**config.mk**
```make
export PLATFORM = sky130hd
export DESIGN_NAME = cpsa_mul
export DESIGN_NICKNAME = d
export VERILOG_FILES = /design/src/cpsa_pkg.sv /design/src/cpsa_mul.sv
export SDC_FILE = /design/constraint.sdc
export NUM_CORES = 1
export LEC_CHECK = 0
export BUFFER_PORTS_ARGS = -buffer_cell sky130_fd_sc_hd__buf_2
export CAP_MARGIN = 20
export CORE_MARGIN = 3
export CORE_UTILIZATION = 61
export CTS_BUF_LIST = sky130_fd_sc_hd__clkbuf_4 sky130_fd_sc_hd__clkbuf_8
export CTS_CLUSTER_DIAMETER = 80
export DETAILED_ROUTE_END_ITERATION = 10
export PLACE_DENSITY = 0.84
export REMOVE_ABC_BUFFERS = 1
export SLEW_MARGIN = 20
export SYNTH_ARGS = -nofsm -noshare
export SYNTH_HDL_FRONTEND = slang
export SYNTH_SLANG_ARGS = --single-unit
```
**constraint.sdc**
```tcl
create_clock -name clk -period 18.14 [get_ports clk]
set_input_delay 0 -clock clk [delete_from_list [all_inputs] [get_ports clk]]
set_output_delay 0 -clock clk [all_outputs]
set_load 0.05 [all_outputs]
```
**src/cpsa_pkg.sv**
```systemverilog
// cpsa_pkg.sv
// shared constants, types and the cordic angle table of the slope angle core
// no dependencies
package cpsa_pkg;

  localparam int MAX_CELL_SIDE = 1024;
  localparam int CORDIC_STEPS  = 16;
  localparam int TABLE_LEN     = 24;
  localparam int CORDIC_N      = (CORDIC_STEPS < TABLE_LEN) ? CORDIC_STEPS : TABLE_LEN;
  localparam int CNT_W         = $clog2(MAX_CELL_SIDE + 1);
  localparam int CI_W          = $clog2(CORDIC_N + 1);
  localparam int K_W           = CNT_W + 16;
  localparam int HALF_PI_Q13   = 12868;

  localparam int MUL_A_W = 128;
  localparam int MUL_B_W = 64;
  localparam int MUL_P_W = 160;

  // configuration register indexes
  localparam logic CFG_AXIS       = 1'b0;
  localparam logic CFG_FULL_SCALE = 1'b1;

  typedef struct packed {
    logic busy;
    logic done;
  } mul_stat_t;

  // floor(atan(2^-i) * 2^30)
  function automatic logic [30:0] atan_q30(input logic [CI_W-1:0] idx);
    logic [30:0] r;
    case (int'(idx))
      0:  r = 31'd843314856;
      1:  r = 31'd497837829;
      2:  r = 31'd263043836;
      3:  r = 31'd133525158;
      4:  r = 31'd67021686;
      5:  r = 31'd33543515;
      6:  r = 31'd16775850;
      7:  r = 31'd8388437;
      8:  r = 31'd4194282;
      9:  r = 31'd2097149;
      10: r = 31'd1048575;
      11: r = 31'd524287;
      12: r = 31'd262143;
      13: r = 31'd131071;
      14: r = 31'd65535;
      15: r = 31'd32767;
      16: r = 31'd16383;
      17: r = 31'd8191;
      18: r = 31'd4095;
      19: r = 31'd2047;
      20: r = 31'd1023;
      21: r = 31'd511;
      22: r = 31'd255;
      23: r = 31'd127;
      default: r = '0;
    endcase
    return r;
  endfunction

endpackage

```
**src/cpsa_mul.sv**
```systemverilog
// cpsa_mul.sv
// shared shift-add multiplier, one multiplier bit per cycle, stops early
// depends on cpsa_pkg
module cpsa_mul import cpsa_pkg::*; (
  input  logic               clk,
  input  logic               rst,
  input  logic               start,
  input  logic [MUL_A_W-1:0] a_in,
  input  logic [MUL_B_W-1:0] b_in,
  output mul_stat_t          stat,
  output logic [MUL_P_W-1:0] product
);

  logic [MUL_P_W-1:0] a_reg;
  logic [MUL_B_W-1:0] b_reg;
  logic               busy;
  logic               done;

  always_ff @(posedge clk) begin
    if (rst) begin
      busy <= 1'b0;
      done <= 1'b0;
    end else begin
      done <= 1'b0;
      if (start) begin
        busy    <= 1'b1;
        product <= '0;
        a_reg   <= {{(MUL_P_W-MUL_A_W){1'b0}}, a_in};
        b_reg   <= b_in;
      end else if (busy) begin
        if (b_reg == '0) begin
          busy <= 1'b0;
          done <= 1'b1;
        end else begin
          if (b_reg[0]) begin
            product <= product + a_reg;
          end
          a_reg <= a_reg << 1;
          b_reg <= b_reg >> 1;
        end
      end
    end
  end

  assign stat.busy = busy;
  assign stat.done = done;

endmodule

```
* After elaboration in Yosys (flattened, before gate mapping)
Index checks and enable logic that the tools add are counted.
** Word-level totals
- Register bits after elaboration :: 386
- Latch bits :: 0
- Bits in writable memories :: 0
- Memory bits (read-only) :: 0
- Input bits :: 195
- Output and inout port bits :: 162
- Logic and storage cells :: 29
- Memories kept :: 0
** Operators by class
- $add $sub $neg :: 1
- Multipliers :: 0
- Div/mod/pow operators :: 0
- Magnitude comparators :: 0
- Equality and inequality tests :: 1
- Shift-type cells :: 0
- Multiplexer cells :: 13
- Bitwise operators :: 2
- Reductions and logical operators :: 6
** Operators by type and width (number)
- 2-to-1 mux 160 bit :: 5
- 2-to-1 mux 64 bit :: 3
- adder 160 bit :: 1
- 2-to-1 mux 128 bit :: 1
- zero test 64 bit :: 1
- 2-to-1 mux 1 bit :: 4
- AND reduction 4 bit :: 1
- nonzero test 2 bit :: 2
- AND reduction 3 bit :: 1
- OR reduction 3 bit :: 1
- != test 2 bit, second input constant :: 1
- NOT 1 bit :: 2

* Logic depth before layout (Yosys ltp)
- Depth after elaboration :: 4
- Depth in mapped cells :: 13
- Depth with buffers taken out :: 13

* Least setup slack after synthesis
OpenSTA, ideal clock, no wires.
- Path type :: in2reg
- Start :: input port start
- End :: register product[0] (enable)
- Library setup time :: 534 ps
- Arrival :: 14074 ps
- Required time :: 17606 ps
- Path slack :: 3533 ps
- Cell stages on the path :: 5
- Path buffers :: 2
- Cells stage by stage :: clkbuf_1 clkbuf_1 a21oi_1 nor2_1 o21a_1
** Between the ends
- Cells in the longest elaborated chain, start to end :: 2
- Elaborated cells between the ends (all ways) :: 4
- Those cells by class :: eq/ne (1); reduce/logical (3)
** RTL lines
- start, declared :: RTL line cpsa_mul.sv:7 : input logic start,
- != test 2 bit (no source line) or nonzero test 2 bit (tied branches)
- AND reduction 4 bit (no source line) *
- end signal, assigned :: RTL line cpsa_mul.sv:36 : product <= product + a_reg;
- end, declared :: RTL line cpsa_mul.sv:11 : output logic [MUL_P_W-1:0] product
Mark *: on every way between the ends. The rest lies on a longest branch, timed or not.
A chain may end at the register's enable or synchronous reset.

* Final worst setup path
- Start :: register product[12]
- End :: register product[103], data pin
** Between the ends
- Cells in the longest elaborated chain, start to end :: 4
** RTL lines
- adder 160 bit :: RTL line cpsa_mul.sv:36
- 2-to-1 mux 160 bit :: RTL line cpsa_mul.sv:35 : if (b_reg[0]) begin
- 2-to-1 mux 160 bit :: RTL line cpsa_mul.sv:31 : if (b_reg == '0) begin
- 2-to-1 mux 160 bit :: RTL line cpsa_mul.sv:30 : end else if (busy) begin
Every way passes these cells. The select of a mux whose other input is x is not followed.

==> impl_metrics.json <==
{
  "outcome": "finished clean",
  "placement_rows": 75,
  "grt.total_usage": 0.385,
  "die_area_mm2": 0.0453,
  "timing.final.crit_share": 0.259,
  "postCtsResizedCells": 0,
  "peakVddDrop_mv": 0.0887,
  "drt_pass1_iterations": 6,
  "cap_viol_max_count": 0,
  "timing.critical_path.depth": 13,
  "power.leakage_nw": 12.4,
  "power_density_mw_per_mm2": 91.3,
  "cp_slowest_cell": "a221oi_2",
  "totalWireLength_um": 88700,
  "grt_setup_unrepaired": "no",
  "cts_inserted_buffers": 69,
  "core_area_mm2": 0.0421,
  "criticalPathCategory": "reg2reg",
  "max_clock_freq_ghz": 0.213,
  "via_count_of_the_first_global_routing_pass": 23500,
  "synth.cell_area_mm2": 0.0261,
  "path_clk_slew_ns": 0.07,
  "synth_top_area_cell": "edfxtp_1",
  "clkLatencyLatePin_ns": 0.70,
  "setup.worst_path.start": "product[12]",
  "yosys_most_used_dff": "edfxtp_1",
  "final_antenna_net_count": 0,
  "drive_above_1_share": 0.229,
  "port_buffers": 356,
  "drc_violations_left": 0,
  "critPathTopFamily": "compound AO/OA/AOI/OAI gates",
  "timing.final.hold_violations": 0,
  "critical_path_buffer_and_inverter_count": 1,
  "area.growth.synth_to_final_pct": 20.0,
  "vias_per_cell": 6.52,
  "grt_max_degree": 195,
  "maxSlewHeadroom": 0.314,
  "synth_edf_count": 384,
  "number_of_pins_with_negative_max_slew_slack_in_the_final_report": 0,
  "start_kind": "register",
  "n_fill_cell": 2892,
  "cpPeakStageDelay_ns": 0.52,
  "worst_hold_path.num_cells": 3,
  "syn_inst": 2579,
  "syn-mean-instance-area_um2": 10.1,
  "synth-warning-count": 0,
  "ioPinCount": 357,
  "setup.worst_path.end_class": "register",
  "crit-reg2reg-launch": "product[12]",
  "finalWorstPathRequiredPeriod_ns": 4.70,
  "antenna_found_initial": 1,
  "async_flop_share": 0,
  "synth_cell_type_count": 99,
  "wire_length_of_the_first_global_routing_pass_um": 135000,
  "worst_ep_arrival_time_ns": 5.12,
  "hold-worst-slack_ns": 0.123,
  "hold_path_class": "in2reg",
  "timing_worst_slew_pin_value_ns": 1.03,
  "floorplan.die.height_um": 213,
  "clockBufferDepth": 3,
  "timing.reg2reg.worst_path_depth": 13,
  "post-synth-top-count-cell": "edfxtp_1",
  "routabilityCongestion": 0.996,
  "timing.final.setup_violations": 0,
  "tritoncts": "built",
  "cts_htree_levels": 3,
  "drt_iter0_drc": 2728,
  "holdCritStartpoint": "rst",
  "critical_path.cell_chain": "ha_1 > a21oi_2 > o211ai_1 > a211oi_1 > a211oi_1 > buf_4 > o21ai_1 > nand2b_1 > a221oi_2 > o31a_1 > o21bai_2 > a31oi_1 > mux2_2",
  "final.setup_skew_ns": 0.0436,
  "clock_sink_count": 386,
  "cp_common_cell": "a211oi_1",
  "fp.dieW_um": 213,
  "ff2ff_setup_slack_ns": 13.44,
  "detailedPlacementHpwl_um": 59800,
  "clk_root_buffer_cell": "clkbuf_8",
  "synth-seq-cells": 386,
  "vias": 23900,
  "post_drt_wl_per_cell_um": 24.2,
  "synth.top_cell.area_share": 0.442,
  "layout.nets": 3433,
  "fin_setup_tns_ns": 0,
  "grt_ovf": 0,
  "cp_max_fo": 6,
  "initial_utilization": 0.620,
  "worst-endpoint-required_ns": 18.56,
  "seq_area_frac_synth": 0.443,
  "post_synth_main_area_contributors": "edfxtp_1 (44%), mux2_2 (8.5%), ha_1 (7.6%)",
  "post_synth_most_frequent_cells": "edfxtp_1 (384), nor2_1 (296), a21oi_1 (263)"
}
-- final cells by class --
class	count	area [µm²]	share of cell area
Antenna cell	1	2.50	0.0000798
Clock buffer	93	1130	0.0360
Clock inverter	24	131	0.00419
Inverter	49	184	0.00587
Multi-Input combinational cell	2013	13800	0.440
Sequential cell	386	11600	0.369
Tap cell	539	674	0.0215
Timing Repair Buffer	559	3850	0.123
-- cells in the final DEF (no fill, tap or decap), drive strengths merged, types with 75 or more instances in the layout --
cell type / count
mux2: 204
a21oi: 267
ha: 159
clkbuf: 93
nor2: 297
nand2: 197
o21ai: 152
a21o: 82
dlygate4sd3: 194
xnor2: 75
nand4: 90
edfxtp: 384
buf: 365
-- worst register-to-register path: cells and delay by family, from the launching register on --
kind / cells / cell delay [ns]
multiplexers: 1 / 0.38
AND/OR/NAND/NOR: 1 / 0.17
buffers and inverters: 1 / 0.18
flip-flops: 1 / 0.43
adder cells (fa/ha/maj): 1 / 0.42
AO/OA/AOI/OAI: 9 / 2.83
-- logic make-up (layout without fill, tap and decap cells) --
| kind of cell | Yosys count | in the layout | synth area share |
|---|---|---|---|
| buffers and inverters | 180 | 725 | 0.0290 |
| flip-flops | 386 | 386 | 0.443 |
| multiplexers | 205 | 205 | 0.0886 |
| adder cells (fa/ha/maj) | 160 | 160 | 0.0769 |
| AO/OA/AOI/OAI | 722 | 722 | 0.176 |
| other | 0 | 1 | 0 |
| XOR/XNOR | 129 | 129 | 0.0433 |
| AND/OR/NAND/NOR | 797 | 797 | 0.143 |
-- per-stage QoR --
step           power [W]  instance area [µm²]  utilization  std cells  setup WS [ns]
3_5_place_dp     0.00198                28100        0.667       3351          13.83
2_1_floorplan    0.00175                25500            -       2448           3.39
6_report         0.00286                31300        0.744       3664          13.44
5_1_grt          0.00297                31300        0.744       3664          13.43
3_3_place_gp     0.00197                28100        0.667       3351          13.92
4_1_cts          0.00281                31300        0.743       3662          13.80
-- final timing paths --
kind	endpoint
worst min register to register	done
worst min-delay path	busy
worst max-delay path	product[103]
worst max register to register	product[103]
-- report_power, final --
group / switching, W / leakage, nW / internal, W
registers: 0.0000492 / 3.70 / 0.00108
clock network: 0.000410 / 0.664 / 0.000406
logic: 0.000595 / 8.00 / 0.000324
total: 0.00105 / 12.4 / 0.00181
-- repair_timing --
action | CTS | global route
endpoints found under the hold margin | 247 | 0
setup buffers | 0 | 0
hold buffers | 194 | 0
-- layer usage --
| metal | vias up | part of all wire | track usage |
|---|---|---|---|
| met5 | - | 0 | 0 |
| met4 | 0 | 0.048 | 0.165 |
| met3 | 296 | 0.10 | 0.0929 |
| met2 | 1541 | 0.46 | 0.616 |
| met1 | 11300 | 0.39 | 0.503 |
| li1 | 10700 | - | - |
Note: power is estimated with default switching activity, not from simulation.
